==> src/design/fwh_pkg.sv <==
// ============================================================================
// Fixed-width histogram package
// Shared widths, constants, request type, the reciprocal table and a saturating increment.
// ============================================================================
`default_nettype none

package fwh_pkg;

    localparam int SAMPLE_W    = 23;
    localparam int FRAC_BITS   = 16;
    localparam int INT_W       = SAMPLE_W - FRAC_BITS;
    localparam int IDX_W       = 7;
    localparam int MAX_BINS    = 128;
    localparam int CNT_W       = 32;
    localparam int WIDTH_W     = 6;
    localparam int NBINS_W     = 8;
    localparam int RANGE_TOP   = 100;

    // Item modes: add a sample or read one bin.
    localparam logic MODE_ADD  = 1'b0;
    localparam logic MODE_READ = 1'b1;

    // Reciprocals are ceil(2^RECIP_SHIFT / width); exact for quotients of
    // dividends below 2^INT_W and widths below 2^WIDTH_W.
    localparam int RECIP_SHIFT = 14;
    localparam int RECIP_W     = RECIP_SHIFT + 1;

    localparam logic [CNT_W-1:0]   CNT_MAX     = {CNT_W{1'b1}};
    localparam logic [RECIP_W-1:0] RECIP_RESET = RECIP_W'(16384);
    localparam logic [NBINS_W-1:0] NBINS_RESET = NBINS_W'(RANGE_TOP);

    typedef struct packed {
        logic [IDX_W-1:0] idx;
        logic             hit;
    } bin_req_t;

    function automatic logic [RECIP_W-1:0] recip_lut(input logic [WIDTH_W-1:0] w);
        logic [RECIP_W-1:0] r;
        unique case (w)
            6'd0, 6'd1: r = 15'd16384;
            6'd2:  r = 15'd8192;
            6'd3:  r = 15'd5462;
            6'd4:  r = 15'd4096;
            6'd5:  r = 15'd3277;
            6'd6:  r = 15'd2731;
            6'd7:  r = 15'd2341;
            6'd8:  r = 15'd2048;
            6'd9:  r = 15'd1821;
            6'd10: r = 15'd1639;
            6'd11: r = 15'd1490;
            6'd12: r = 15'd1366;
            6'd13: r = 15'd1261;
            6'd14: r = 15'd1171;
            6'd15: r = 15'd1093;
            6'd16: r = 15'd1024;
            6'd17: r = 15'd964;
            6'd18: r = 15'd911;
            6'd19: r = 15'd863;
            6'd20: r = 15'd820;
            6'd21: r = 15'd781;
            6'd22: r = 15'd745;
            6'd23: r = 15'd713;
            6'd24: r = 15'd683;
            6'd25: r = 15'd656;
            6'd26: r = 15'd631;
            6'd27: r = 15'd607;
            6'd28: r = 15'd586;
            6'd29: r = 15'd565;
            6'd30: r = 15'd547;
            6'd31: r = 15'd529;
            6'd32: r = 15'd512;
            6'd33: r = 15'd497;
            6'd34: r = 15'd482;
            6'd35: r = 15'd469;
            6'd36: r = 15'd456;
            6'd37: r = 15'd443;
            6'd38: r = 15'd432;
            6'd39: r = 15'd421;
            6'd40: r = 15'd410;
            6'd41: r = 15'd400;
            6'd42: r = 15'd391;
            6'd43: r = 15'd382;
            6'd44: r = 15'd373;
            6'd45: r = 15'd365;
            6'd46: r = 15'd357;
            6'd47: r = 15'd349;
            6'd48: r = 15'd342;
            6'd49: r = 15'd335;
            6'd50: r = 15'd328;
            6'd51: r = 15'd322;
            6'd52: r = 15'd316;
            6'd53: r = 15'd310;
            6'd54: r = 15'd304;
            6'd55: r = 15'd298;
            6'd56: r = 15'd293;
            6'd57: r = 15'd288;
            6'd58: r = 15'd283;
            6'd59: r = 15'd278;
            6'd60: r = 15'd274;
            6'd61: r = 15'd269;
            6'd62: r = 15'd265;
            6'd63: r = 15'd261;
            default: r = 15'd16384;
        endcase
        return r;
    endfunction

    function automatic logic [CNT_W-1:0] sat_inc(input logic [CNT_W-1:0] v);
        return (v == CNT_MAX) ? v : v + CNT_W'(1);
    endfunction

endpackage

`default_nettype wire

==> src/design/fwh_count_mem.sv <==
// ============================================================================
// Fixed-width histogram counter memory
// Bin counters in a synchronous memory with per-entry valid bits.
// ============================================================================
`default_nettype none

module fwh_count_mem (
    input  logic                        clk,
    input  logic                        rst_n,
    input  logic                        rd_en,
    input  logic [fwh_pkg::IDX_W-1:0]   rd_addr,
    output logic [fwh_pkg::CNT_W-1:0]   rd_data,
    input  logic                        wr_en,
    input  logic [fwh_pkg::IDX_W-1:0]   wr_addr,
    input  logic [fwh_pkg::CNT_W-1:0]   wr_data
);
    import fwh_pkg::*;

    logic [CNT_W-1:0] mem [MAX_BINS];
    logic [MAX_BINS-1:0] entry_valid_reg;
    logic [CNT_W-1:0] rd_data_reg;
    logic             rd_valid_reg;

    always_ff @(posedge clk)
    begin
        if (wr_en)
        begin
            mem[wr_addr] <= wr_data;
        end
        if (rd_en)
        begin
            rd_data_reg <= mem[rd_addr];
        end
    end

    // An entry never written since reset reads as zero.
    always_ff @(posedge clk or negedge rst_n)
    begin
        if (!rst_n)
        begin
            entry_valid_reg <= '0;
            rd_valid_reg    <= 1'b0;
        end
        else
        begin
            if (wr_en)
            begin
                entry_valid_reg[wr_addr] <= 1'b1;
            end
            if (rd_en)
            begin
                rd_valid_reg <= entry_valid_reg[rd_addr];
            end
        end
    end

    assign rd_data = rd_valid_reg ? rd_data_reg : '0;

endmodule

`default_nettype wire

==> config.mk <==
export PLATFORM = sky130hd
export DESIGN_NAME = fwh_count_mem
export DESIGN_NICKNAME = d
export VERILOG_FILES = /design/src/design/fwh_pkg.sv /design/src/design/fwh_count_mem.sv
export SDC_FILE = /design/constraint.sdc
export NUM_CORES = 2
export LEC_CHECK = 0
export ABC_AREA = 1
export BUFFER_PORTS_ARGS = -buffer_cell sky130_fd_sc_hd__buf_4
export CAP_MARGIN = 40
export CORE_AREA = 2 2 651 653
export CTS_CLUSTER_DIAMETER = 100
export DETAILED_ROUTE_END_ITERATION = 8
export DIE_AREA = 0 0 653 655
export PLACE_DENSITY_LB_ADDON = 0.25
export SLEW_MARGIN = 40
export SYNTH_ARGS = -nofsm -noshare
export SYNTH_HDL_FRONTEND = slang
export SYNTH_SLANG_ARGS = --single-unit
==> constraint.sdc <==
create_clock -name clk -period 3.7 [get_ports clk]
set_clock_uncertainty 0.05 [all_clocks]
set_input_delay 0.185 -clock clk [delete_from_list [all_inputs] [get_ports clk]]
set_output_delay 0.185 -clock clk [all_outputs]
set_load 0.01 [all_outputs]
==> results.py <==
metrics = {
    "layout": {
        "register_area_um2": 127000,
        "final_nets": 13283,
        "fillCellCount": 37365,
        "largest_reg_flops": 4096,
        "multiInputGateArea_um2": 36800,
        "final_layout_size_suffix_gt1_frac": 0.113,
        "area.growth.synth_to_final_pct": 15.0,
    },
    "worst_setup_path": {
        "worst_path_most_repeated_cell": "dlygate4sd3_1",
        "timing.critical_path.slowest_stage_cell": "nor2_4",
        "critPathMaxStageDelay_ns": 0.65,
        "path_max_fanout": 19,
        "crit_path_end_kind": "flop",
        "cp_cell_sequence": "dlygate4sd3_1 -> buf_4 -> nor2_1 -> dlygate4sd3_1 -> nand2_1 -> dlygate4sd3_1 -> buf_4 -> nor2_4 -> buf_12",
        "critPathLaunchType": "input pin",
        "setup.worst_path.class": "input pin to flop",
        "critPathRequiredTime_ns": 4.33,
        "startpoint": "wr_addr[5]",
        "reg2reg_from": "mem[54][4]",
        "worst_ep_arrival_time_ns": 3.58,
    },
    "placed_design": {
        "final_estimated_routing_congestion_in_global_placement": 0.860,
        "hpwl_um": 302000,
        "port-buffer-count": 81,
        "pre_cts_ws_ns": 0.189,
    },
    "clocking": {
        "ctsHoldBuffers": 52,
        "cts.repair.resized": 0,
        "clock-root-buffer": "clkbuf_16",
        "tritoncts_clock_tree": "built",
        "cts_htree_levels": 5,
        "clock_insertion_delay_worst_skew_ns": 0.99,
        "postCtsSetupRepairBufs": 0,
        "clock-sinks": 4257,
        "clockBufferDepth": 4,
        "cts_buffers": 432,
        "worst_setup_hold_path_clk_slew_ns": 0.06,
    },
    "sta": {
        "finalWorstPathRequiredPeriod_ns": 2.96,
        "worst_slack_ns": 0.743,
        "timing.slew.headroom": 0.386,
        "tightest_slew_ns": 0.920,
        "setup_viol": 0,
        "finalMaxSlewViolations": 0,
        "post-route-period-util": 0.799,
        "timing.hold.ws_ns": 0.132,
        "timing.fmax_ghz": 0.338,
        "timing.final.hold_violations": 0,
        "final_tns_setup_ns": 0,
        "rsz0062_at_grt": "no",
    },
    "floorplanning": {
        "std_cell_rows": 239,
        "dieArea_um2": 428000,
        "initial_utilization": 0.398,
        "die_width_um": 653,
        "boundary_pins": 82,
        "placeableCoreArea_um2": 422000,
        "dieHeight_um": 655,
    },
    "logic_synthesis": {
        "ys_top_cells_by_count": "4128 x edfxtp_1, 2054 x nor2_1, 1776 x o21ai_0",
        "proportion_of_synthesized_chip_area_in_sequential_cells": 0.757,
        "ys_types": 23,
        "async_reset_ff_frac": 0.0303,
        "synth_edf_count": 4128,
        "ys_warn_count": 0,
        "post_synth_inst_count": 13041,
        "synth.largest_area_cell": "edfxtp_1",
        "yosys.cell_count.top_type": "edfxtp_1",
        "synth.area.top_cells": "edfxtp_1 74%, o21ai_0 5.3%, nor2_1 4.6%",
        "avg_inst_size_synth_um2": 12.9,
        "yosysTopAreaCellShare": 0.738,
        "yosys_register_bits": 4257,
        "ys.flop_type": "edfxtp_1",
        "synth_nets": 13091,
        "post_synth_instance_area_um2": 168000,
    },
    "grt": {
        "groute.usage.overall": 0.242,
        "grt_pass1_wl_um": 757000,
        "grt_antenna_before_repair": 41,
        "number_of_global_route_vias_before_repair": 103668,
        "globalRoute.totalOverflow": 0,
        "grt_max_degree": 147,
    },
    "min_path": {
        "hold_path_class": "input pin to flop",
        "beginning_of_the_worst_hold_path": "wr_data[2]",
    },
    "drt": {
        "routed_wl_um": 531000,
        "via_per_inst": 5.77,
        "detailedRoute.firstIterationViolations": 13995,
        "wl_per_cell_um": 27.7,
        "antenna_violating_nets_post_route": 0,
        "drt_pass1_iterations": 6,
        "drc_markers": 0,
        "num_vias": 110594,
    },
    "power_and_ir_drop": {
        "total_leakage_power_nw": 63.8,
        "max-vdd-ir-drop_mv": 0.418,
        "power_density_nw_per_um2": 539,
    },
    "run_status": {
        "status": "finished, final reports clean",
    },
    "flow_run": {
        "max-cap-violations": 0,
    },
}
logic make-up after synthesis:
| group | share of synthesized area |
|---|---|
| simple gates | 0.116 |
| flops | 0.757 |
| compound gates | 0.0968 |
| buf+inv | 0.0295 |
where the power goes:
part	switching, mW	total, mW	internal (mW)
Combinational	5.18	7.10	1.93
Clock	18.7	43.5	24.9
Sequential	0.201	53.5	53.3
worst paths after layout:
| kind | slack [ns] | to | depth (start not counted) |
|---|---|---|---|
| worst max-delay path | 0.74 | mem[6][22] | 9 |
| worst min-delay path | 0.13 | mem[98][2] | 2 |
| worst max register to register | 1.17 | rd_data_reg[4] | 8 |
| worst min register to register | 0.42 | entry_valid_reg[109] | 1 |
| max in group asynchronous | 2.53 | entry_valid_reg[108] | 4 |
| min in group asynchronous | 0.44 | entry_valid_reg[80] | 4 |
cell type report:
cell class	instances	share of cell area
inverter	121	0.00263
timing repair buffer	699	0.0399
clock inverter	243	0.0120
sequential	4257	0.658
clock buffer	563	0.0606
tap	5543	0.0359
multi-input combinational	7722	0.190
antenna	15	0.000194
per-layer routing:
metal  GRT usage  wire length, um  up-vias
li1            -                -    48475
met1       0.345           221000    56192
met2       0.374           240000     5087
met4      0.0910            22100       18
met3      0.0404            48200      822
met5           0              125        -
stage by stage:
stage	total power [mW]	utilization	cells	area, um2
global route	107	0.458	19154	193000
CTS	104	0.458	19140	193000
global placement	61.4	0.422	18275	178000
detailed placement	61.4	0.423	18282	178000
finish	104	0.458	19163	193000
floorplan	57.8	-	13041	168000
cells in the final DEF, fill, tap and decap left out, drive strengths merged:
cell and instances:
nor2 2054, dlygate4sd3 51, inv 133, o22ai 960
bufinv 37, clkbuf 564, clkinvlp 13, o21ai 1984
buf 647, a21oi 64, nand3 1217, edfxtp 4128
or2 128, diode 15, nand2 1307, nor3 8
dfrtp 129, clkinv 181
worst max-delay path: cells and delay by family:
| family | cells | cell delay [ns] |
|---|---|---|
| buf+inv | 6 | 2.47 |
| simple gates | 3 | 0.91 |
(Power assumes the default switching activity.)
