**src/design/fwh_pkg.sv**
```systemverilog
// ============================================================================
// Fixed-width histogram package
// Shared widths, constants, request type, the reciprocal table and a saturating increment.
// ============================================================================
`default_nettype none

package fwh_pkg;

    localparam int SAMPLE_W    = 23;
    localparam int FRAC_BITS   = 16;
    localparam int INT_W       = SAMPLE_W - FRAC_BITS;
    localparam int IDX_W       = 7;
    localparam int MAX_BINS    = 128;
    localparam int CNT_W       = 32;
    localparam int WIDTH_W     = 6;
    localparam int NBINS_W     = 8;
    localparam int RANGE_TOP   = 100;

    // Item modes: add a sample or read one bin.
    localparam logic MODE_ADD  = 1'b0;
    localparam logic MODE_READ = 1'b1;

    // Reciprocals are ceil(2^RECIP_SHIFT / width); exact for quotients of
    // dividends below 2^INT_W and widths below 2^WIDTH_W.
    localparam int RECIP_SHIFT = 14;
    localparam int RECIP_W     = RECIP_SHIFT + 1;

    localparam logic [CNT_W-1:0]   CNT_MAX     = {CNT_W{1'b1}};
    localparam logic [RECIP_W-1:0] RECIP_RESET = RECIP_W'(16384);
    localparam logic [NBINS_W-1:0] NBINS_RESET = NBINS_W'(RANGE_TOP);

    typedef struct packed {
        logic [IDX_W-1:0] idx;
        logic             hit;
    } bin_req_t;

    function automatic logic [RECIP_W-1:0] recip_lut(input logic [WIDTH_W-1:0] w);
        logic [RECIP_W-1:0] r;
        unique case (w)
            6'd0, 6'd1: r = 15'd16384;
            6'd2:  r = 15'd8192;
            6'd3:  r = 15'd5462;
            6'd4:  r = 15'd4096;
            6'd5:  r = 15'd3277;
            6'd6:  r = 15'd2731;
            6'd7:  r = 15'd2341;
            6'd8:  r = 15'd2048;
            6'd9:  r = 15'd1821;
            6'd10: r = 15'd1639;
            6'd11: r = 15'd1490;
            6'd12: r = 15'd1366;
            6'd13: r = 15'd1261;
            6'd14: r = 15'd1171;
            6'd15: r = 15'd1093;
            6'd16: r = 15'd1024;
            6'd17: r = 15'd964;
            6'd18: r = 15'd911;
            6'd19: r = 15'd863;
            6'd20: r = 15'd820;
            6'd21: r = 15'd781;
            6'd22: r = 15'd745;
            6'd23: r = 15'd713;
            6'd24: r = 15'd683;
            6'd25: r = 15'd656;
            6'd26: r = 15'd631;
            6'd27: r = 15'd607;
            6'd28: r = 15'd586;
            6'd29: r = 15'd565;
            6'd30: r = 15'd547;
            6'd31: r = 15'd529;
            6'd32: r = 15'd512;
            6'd33: r = 15'd497;
            6'd34: r = 15'd482;
            6'd35: r = 15'd469;
            6'd36: r = 15'd456;
            6'd37: r = 15'd443;
            6'd38: r = 15'd432;
            6'd39: r = 15'd421;
            6'd40: r = 15'd410;
            6'd41: r = 15'd400;
            6'd42: r = 15'd391;
            6'd43: r = 15'd382;
            6'd44: r = 15'd373;
            6'd45: r = 15'd365;
            6'd46: r = 15'd357;
            6'd47: r = 15'd349;
            6'd48: r = 15'd342;
            6'd49: r = 15'd335;
            6'd50: r = 15'd328;
            6'd51: r = 15'd322;
            6'd52: r = 15'd316;
            6'd53: r = 15'd310;
            6'd54: r = 15'd304;
            6'd55: r = 15'd298;
            6'd56: r = 15'd293;
            6'd57: r = 15'd288;
            6'd58: r = 15'd283;
            6'd59: r = 15'd278;
            6'd60: r = 15'd274;
            6'd61: r = 15'd269;
            6'd62: r = 15'd265;
            6'd63: r = 15'd261;
            default: r = 15'd16384;
        endcase
        return r;
    endfunction

    function automatic logic [CNT_W-1:0] sat_inc(input logic [CNT_W-1:0] v);
        return (v == CNT_MAX) ? v : v + CNT_W'(1);
    endfunction

endpackage

`default_nettype wire

```
**src/design/fwh_index.sv**
```systemverilog
// ============================================================================
// Fixed-width histogram bin index
// Maps adds by reciprocal multiplication, reads by bin_select; checks range.
// ============================================================================
`default_nettype none

module fwh_index (
    input  logic                          mode,
    input  logic [fwh_pkg::SAMPLE_W-1:0]  sample,
    input  logic [fwh_pkg::IDX_W-1:0]     bin_select,
    input  logic [fwh_pkg::RECIP_W-1:0]   recip,
    input  logic [fwh_pkg::NBINS_W-1:0]   nbins,
    output fwh_pkg::bin_req_t             req
);
    import fwh_pkg::*;

    logic [INT_W-1:0]         int_part;
    logic [INT_W+RECIP_W-1:0] product;
    logic [IDX_W-1:0]         quotient;
    logic [IDX_W-1:0]         idx;

    assign int_part = sample[SAMPLE_W-1:FRAC_BITS];

    // The quotient never exceeds the integer part, so it fits the index width.
    assign product  = (INT_W+RECIP_W)'(int_part) * (INT_W+RECIP_W)'(recip);
    assign quotient = product[RECIP_SHIFT +: IDX_W];

    assign idx     = (mode == MODE_READ) ? bin_select : quotient;
    assign req.idx = idx;
    assign req.hit = NBINS_W'(idx) < nbins;

endmodule

`default_nettype wire

```
**config.mk**
```make
export PLATFORM = sky130hd
export DESIGN_NAME = fwh_index
export DESIGN_NICKNAME = d
export VERILOG_FILES = /design/src/design/fwh_pkg.sv /design/src/design/fwh_index.sv
export SDC_FILE = /design/constraint.sdc
export NUM_CORES = 1
export LEC_CHECK = 0
export BUFFER_PORTS_ARGS = -buffer_cell sky130_fd_sc_hd__buf_2
export CORE_AREA = 2 2 64 112
export DETAILED_ROUTE_END_ITERATION = 16
export DIE_AREA = 0 0 66 114
export PLACE_DENSITY = 0.69
export REMOVE_ABC_BUFFERS = 1
export SLEW_MARGIN = 20
export SYNTH_ARGS = -nofsm -noshare
export SYNTH_HDL_FRONTEND = slang
export SYNTH_SLANG_ARGS = --single-unit
```
**constraint.sdc**
```tcl
create_clock -name vclk -period 22
set_input_delay 4.4 -clock vclk [all_inputs]
set_output_delay 4.4 -clock vclk [all_outputs]
set_load 0.01 [all_outputs]
```
==> results.toml, run 1 <==
[outcome]
outcome = "finished, final reports clean"

[sta]
drv_slew = 0
period_share_pct = 64.2
hold_viol = 0
max_freq_mhz = 70.8
relSlewSlack_pct = 78.3
worst_pin_slew_ps = 324
setup_viol = 0
rsz0062_at_grt = "no"
setup-tns-final_ps = 0
period_needed_ps = 14120

[routing]
num_vias = 2419
drc = 0
firstDrtPassIters = 3
routed_wirelength_um = 6570
drt-initial-drc-count = 26
post_drt_wl_per_cell_um = 13.9
ant_nets = 0
via_per_inst = 5.10

[floorplan]
initial_core_util_pct = 46.1
die_area_mm2 = 0.00752
dieWidth_um = 66
placement_rows = 40
die_h_um = 114
io_pins = 62
coreArea_mm2 = 0.00671

[synth]
synth_xor_area_share_pct = 2.83
netlist.area_leader.share_pct = 40.1
synth_cell_type_count = 36
synthMuxAreaShare_pct = 0
netlist_area_mm2 = 0.00309
ys_top_cells_by_area = "fa_1 (40%), ha_1 (17%), and2_1 (14%)"
synth-compound-area-share_pct = 8.05
yosys.area.top_type = "fa_1"
synthAdderAreaFrac_pct = 57.1
synth_top_family_by_area = "adder cells"
syn_inst = 352
yosysSeqAreaShare_pct = 0
synthSimpleGateAreaFrac_pct = 22.4
syn_area_per_cell_um2 = 8.79
ys_warn_count = 0

[worst_setup_path]
start_kind = "primary input"
max_stage_delay_ps = 540
worstPathMaxFanout = 15
cp_cell_sequence = "buf_2, and2_1, fa_1, inv_1, fa_1, inv_1, fa_1, inv_1, fa_1, inv_1, ha_1, and4_4, and2_4, a32oi_2, a31oi_2, a311oi_2, xor2_1, o21ai_1, ha_1, nand4b_1, o32a_1, buf_2"
arrival_ps = 9720
worstPathRequired_ps = 17600
cp_slowest_cell = "fa_1"
worstSetupPathType = "in2out"
cp-end-kind = "output port"

[finish]
insertedDiodeCount = 0
ff_latch_area_um2 = 0
clkbuf_count = 0
drive_gt1_share_pct = 14.1
syn_to_final_growth_pct = 9.87
seq_cell_count = 0
nets = 550

[clock_network]
cts_setup_buffers = 0
holdBufCountCts = 0
post_cts_resized = 0

[hold_path]
hold_class = "in2out"

[grt]
grt_max_degree = 16
grtUsageTotal_pct = 19.4
antenna_found_initial = 0
overflow = 0
grt_pass1_wl_um = 11700
grt_pass1_vias = 2701

[power_and_ir_drop]
powerDensity_mw_per_mm2 = 66.3
p_seq_share_pct = 0
combPwrFrac_pct = 100.0
p_leak_nw = 1.84
max-vdd-ir-drop_mv = 0.0566
pwr-share-clk_pct = 0
swShare_pct = 54.5
finalPower_uw = 225
switchingPower_uw = 123
p_int_uw = 102

[job]
cap_violations = 0

[place]
gp_congestion = 0.795
port_buffers = 46
post-dp-hpwl_um = 5760
Yosys cell counts, types with 2 or more instances:
library cell and n:
and2_4 2, xnor2_1 7, o21ai_1 8, clkbuf_1 8, fa_1 62, a211oi_1 3, xor2_1 3, a21oi_1 5
inv_1 71, a21o_1 2, and2_1 68, o21a_1 2, ha_1 42, nand3_1 3, nand2_1 45
power groups by stage:
| stage | Combinational (mW) | Clock, mW | Sequential [mW] |
|---|---|---|---|
| global route | 0.261 | 0 | 0 |
| finish | 0.225 | 0 | 0 |
| global placement | 0.226 | 0 | 0 |
| floorplan | 0.172 | 0 | 0 |
| detailed placement | 0.231 | 0 | 0 |
| CTS | 0.233 | 0 | 0 |
cells by family after synthesis:
family	after synthesis
simple gates	127
xor+xnor	10
compound gates	32
fa+ha+maj	104
buf+inv	79
through the flow:
stage	hold WS [ps]	instances	util [%]	setup slack, ps	area (um^2)
final	9140	474	50.7	7880	3400
after global routing	9150	474	50.7	7580	3400
after CTS	9140	474	50.7	7830	3400
after detailed placement	9140	474	50.7	7880	3400
after global placement	9130	474	50.7	7900	3400
after floorplan	8890	344	-	8420	3060
critical path: cells and delay by family:
family / cells / cell delay, ps
adder cells (fa/ha/maj): 6 / 2670
XOR/XNOR: 1 / 200
AO/OA/AOI/OAI: 5 / 1250
AND/OR/NAND/NOR: 4 / 640
buffers and inverters: 6 / 560
final cells by class:
class	instances	area, um^2
Multi-Input combinational cell	273	2800
Tap cell	84	105
Timing Repair Buffer	46	230
Inverter	71	267
Fill cell	689	3310
worst paths after layout:
check	from	endpoint	depth (start not counted)
worst min-delay path	nbins[7]	req[0]	3
worst max-delay path	sample[19]	req[0]	22
per-layer routing:
layer	up-vias	GRT usage (%)	share of wire, %
met5	-	0	0
met4	0	2.45	1.4
met3	6	0.296	1.1
met2	28	40.3	62
met1	1218	21.4	36
li1	1167	-	-
layout by cell type, fill, tap and decap left out, drive strengths merged:
cell type / synthesis / layout
a31oi: 1 / 1
o2111a: 1 / 1
a21o: 2 / 2
ha: 42 / 42
fa: 62 / 62
o211ai: 1 / 1
o311ai: 1 / 1
a311oi: 1 / 1
and3: 1 / 1
nand3: 3 / 3
nand2: 45 / 45
and2: 70 / 70
a21oi: 5 / 5
buf: 0 / 46
nor2: 1 / 1
inv: 71 / 71
nand4: 1 / 1
or2: 1 / 1
o32a: 1 / 1
a211oi: 4 / 4
o2111ai: 1 / 1
xnor2: 7 / 7
a32oi: 1 / 1
nand3b: 1 / 1
and4: 1 / 1
o21a: 2 / 2
o21ai: 9 / 9
nand4b: 1 / 1
o31ai: 1 / 1
xor2: 3 / 3
a211o: 1 / 1
nor3: 1 / 1
and4bb: 1 / 1
(Power assumes the default switching activity.)
==> inputs of run 2 (changes only) <==
--- a/config.mk
+++ b/config.mk
@@ -9,7 +9,7 @@
 export CORE_AREA = 2 2 64 112
 export DETAILED_ROUTE_END_ITERATION = 16
 export DIE_AREA = 0 0 66 114
-export PLACE_DENSITY = 0.69
+export PLACE_DENSITY = 0.72
 export REMOVE_ABC_BUFFERS = 1
 export SLEW_MARGIN = 20
 export SYNTH_ARGS = -nofsm -noshare
==> constraint.sdc (replaced) <==
create_clock -name vclk -period 12.7
set_input_delay 2.54 -clock vclk [all_inputs]
set_output_delay 2.54 -clock vclk [all_outputs]
set_load 0.01 [all_outputs]
==> results.toml, run 2 (synthesized netlist as in run 1, its figures left out) <==
[finish]
syn_to_final_growth_pct = 9.87
insertedDiodeCount = 0
ff_latch_area_um2 = 0
nets = 550
drive_gt1_share_pct = 14.1
seq_cell_count = 0
layout_commonest_cell = "inv_1"
fin_cells = 474
nFillCells = 676
final_cell_mix = "inv_1 (71), and2_1 (68), fa_1 (62)"
clkbuf_count = 0

[sta]
drv_slew = 0
setup_viol = 0
worst_pin_slew_ps = 330
period_share_pct = 81.6
relSlewSlack_pct = 77.9
period_needed_ps = 10370
rsz0062_at_grt = "no"
max_freq_mhz = 96.4
hold_viol = 0
setup-tns-final_ps = 0

[worst_setup_path]
worstSetupPathType = "in2out"
worstPathMaxFanout = 15
worstPathRequired_ps = 10160
arrival_ps = 7830
cp-end-kind = "output port"
start_kind = "primary input"

[grt]
grt_pass1_wl_um = 12100
grt_max_degree = 16
overflow = 0
antenna_found_initial = 0
grt_pass1_vias = 2680
grtUsageTotal_pct = 20.1

[routing]
num_vias = 2491
ant_nets = 0
post_drt_wl_per_cell_um = 14.5
routed_wirelength_um = 6860
drc = 0
drt-initial-drc-count = 97
firstDrtPassIters = 4
via_per_inst = 5.26

[place]
port_buffers = 46
placedCellCount = 474
post-dp-hpwl_um = 5910
gp_congestion = 0.798

[floorplan]
placement_rows = 40
coreArea_mm2 = 0.00671
dieWidth_um = 66
io_pins = 62
die_area_mm2 = 0.00752
die_h_um = 114
initial_core_util_pct = 46.1

[hold_path]
min_to = "req[0]"
whs_path_depth = 3
hp-start = "nbins[7]"
hold_class = "in2out"

[power_and_ir_drop]
finalPower_uw = 393
p_leak_nw = 1.84
powerDensity_mw_per_mm2 = 116
combPwrFrac_pct = 100.0
p_seq_share_pct = 0
swShare_pct = 54.6
p_int_uw = 179
switchingPower_uw = 215
pwr-share-clk_pct = 0
max-vdd-ir-drop_mv = 0.101

[clock_network]
cts_setup_buffers = 0
holdBufCountCts = 0
post_cts_resized = 0

[job]
cap_violations = 0

[outcome]
outcome = "finished, final reports clean"
run 2: how the worst max path moves through the flow:
stage	to	slack, ps	cells after the start	from
6_report	req[0]	2330	22	sample[22]
5_1_grt	req[0]	2030	22	sample[22]
4_1_cts	req[0]	2300	22	sample[19]
3_5_place_dp	req[0]	2340	22	sample[19]
3_3_place_gp	req[0]	2350	22	sample[19]
2_1_floorplan	req[0]	2840	21	sample[19]
run 2: cell type report:
type	instances	area, um^2	share of cell area [%]
multi-input cells	273	2800	82.3
inverters	71	267	7.84
repair buffers	46	230	6.77
well taps	84	105	3.09
run 2: routing by layer:
layer,vias to the layer above,routed length [um],global-route usage [%]
li1,1166,-,-
met1,1254,2420,22.3
met2,57,4090,41.3
met3,14,180,0.197
met4,0,170,3.81
met5,-,0,0
run 2: power groups by stage:
stage,Sequential (mW),Combinational [mW],Clock (mW)
finish,0,0.393,0
global route,0,0.454,0
CTS,0,0.403,0
detailed placement,0,0.400,0
global placement,0,0.389,0
floorplan,0,0.298,0
run 2: critical path: stages:
cell	delay [ps]
buf_2	250
nand2_1	130
fa_1	520
fa_1	550
inv_1	70
fa_1	540
inv_1	60
fa_1	540
inv_1	40
ha_1	280
and4_4	170
and2_4	150
a32oi_2	260
a31oi_2	200
a311oi_2	340
xor2_1	200
o21ai_1	100
ha_1	300
a21o_1	160
a21oi_1	140
o32a_1	160
buf_2	120
run 2: through the flow:
step | setup slack, ps | area, um^2 | hold WS, ps | util, %
floorplan | 2840 | 3060 | 5170 | -
global placement | 2350 | 3400 | 5410 | 50.7
detailed placement | 2340 | 3400 | 5410 | 50.7
CTS | 2300 | 3400 | 5410 | 50.7
global route | 2030 | 3400 | 5430 | 50.7
finish | 2330 | 3400 | 5410 | 50.7
==> inputs of run 3 (changes only) <==
==> constraint.sdc (replaced) <==
create_clock -name vclk -period 8.8
set_input_delay 1.76 -clock vclk [all_inputs]
set_output_delay 1.76 -clock vclk [all_outputs]
set_load 0.01 [all_outputs]
==> results.toml, run 3 (synthesized netlist as in run 1, its figures left out) <==
[finish]
clkbuf_count = 0
seq_cell_count = 0
drive_gt1_share_pct = 20.0
stdcell_area_mm2 = 0.00357
nFillCells = 646
insertedDiodeCount = 0
ff_latch_area_um2 = 0
nets = 561
syn_to_final_growth_pct = 15.5
final_core_util_pct = 53.3
final_cell_mix = "inv_1 (67), and2_1 (63), fa_1 (62)"
layout_commonest_cell = "inv_1"
multi_input_area_mm2 = 0.00287

[power_and_ir_drop]
powerDensity_mw_per_mm2 = 180
max-vdd-ir-drop_mv = 0.137
finalPower_uw = 645
p_leak_nw = 1.90

[sta]
max_freq_mhz = 116
drv_slew = 0
worst_slack_ps = 150
hold_viol = 0
relSlewSlack_pct = 74.2
holdWs_ps = 3850
setup_viol = 0
worst_pin_slew_ps = 384
period_share_pct = 98.3
period_needed_ps = 8650

[routing]
via_per_inst = 5.31
num_vias = 2575
routed_wirelength_um = 7230
met2_length_um = 4410
wl_met3_um = 130
post_drt_wl_per_cell_um = 14.9
drc = 0
highest_layer = "met4"
met1_length_um = 2540
firstDrtPassIters = 4
drt-initial-drc-count = 79
ant_nets = 0

[grt]
antenna_found_initial = 0
grt_max_degree = 16
grt_pass1_vias = 2843
grtUsageTotal_pct = 20.3
grt_pass1_wl_um = 12200
overflow = 0

[outcome]
outcome = "finished, final reports clean"

[floorplan]
initial_core_util_pct = 46.1
die_h_um = 114
io_pins = 62
placement_rows = 40
dieWidth_um = 66
coreArea_mm2 = 0.00671
die_area_mm2 = 0.00752

[worst_setup_path]
path_delay_family = "adder cells"
cp_slowest_cell = "fa_1"
worstPathMaxFanout = 7
max_stage_delay_ps = 530
cp-end-kind = "output port"
worstPathRequired_ps = 7040
start_kind = "primary input"
worstSetupPathType = "in2out"
crit_top_cell = "fa_1"
cp_cell_sequence = "buf_2, and2_1, fa_1, fa_1, fa_1, inv_1, fa_1, inv_1, ha_1, a211oi_2, o21ai_1, o2111ai_2, a31oi_4, a311oi_2, xor2_1, o21ai_1, ha_1, nand4b_1, o32a_1, buf_2"
critPathBufInv = 4
arrival_ps = 6890

[place]
port_buffers = 46
preCtsSetupSlack_ps = -7.37
post-dp-hpwl_um = 6240
gp_congestion = 0.818
placed_area_mm2 = 0.00346

[job]
cap_violations = 0

[hold_path]
hold_class = "in2out"
run 3: stage by stage:
stage	cells	TNS, ps
floorplan	344	0
global placement	482	0
finish	485	0
global route	485	-12.4
CTS	482	0
detailed placement	482	-7.37
run 3: repair_timing:
| item | CTS | global route |
|---|---|---|
| pin swaps | 1 | 22 |
| hold buffers | 0 | 0 |
| gates resized for setup | 1 | 26 |
| setup buffers | 0 | 3 |
| setup endpoints to repair | 1 | 1 |
run 3: worst paths after layout:
kind / start / end / slack, ps / cells after the start
max: recip[10] / req[0] / 150 / 20
min: bin_select[0] / req[1] / 3850 / 4
run 3: layer usage:
metal	GRT usage [%]	vias up
met5	0	-
met2	42.4	49
met4	3.95	0
li1	-	1190
met1	21.5	1324
met3	0.493	12
run 3: layout make-up:
cell class,count,area share [%]
inverter,71,7.46
multi-input combinational,273,80.3
timing repair buffer,57,9.31
tap,84,2.94
run 3: report_power, final:
part           total, mW  leakage, nW  internal [mW]  switching (mW)
clock                  0            0              0               0
combinational      0.645         1.90          0.294           0.350
sequential             0            0              0               0
total              0.645         1.90          0.294           0.350
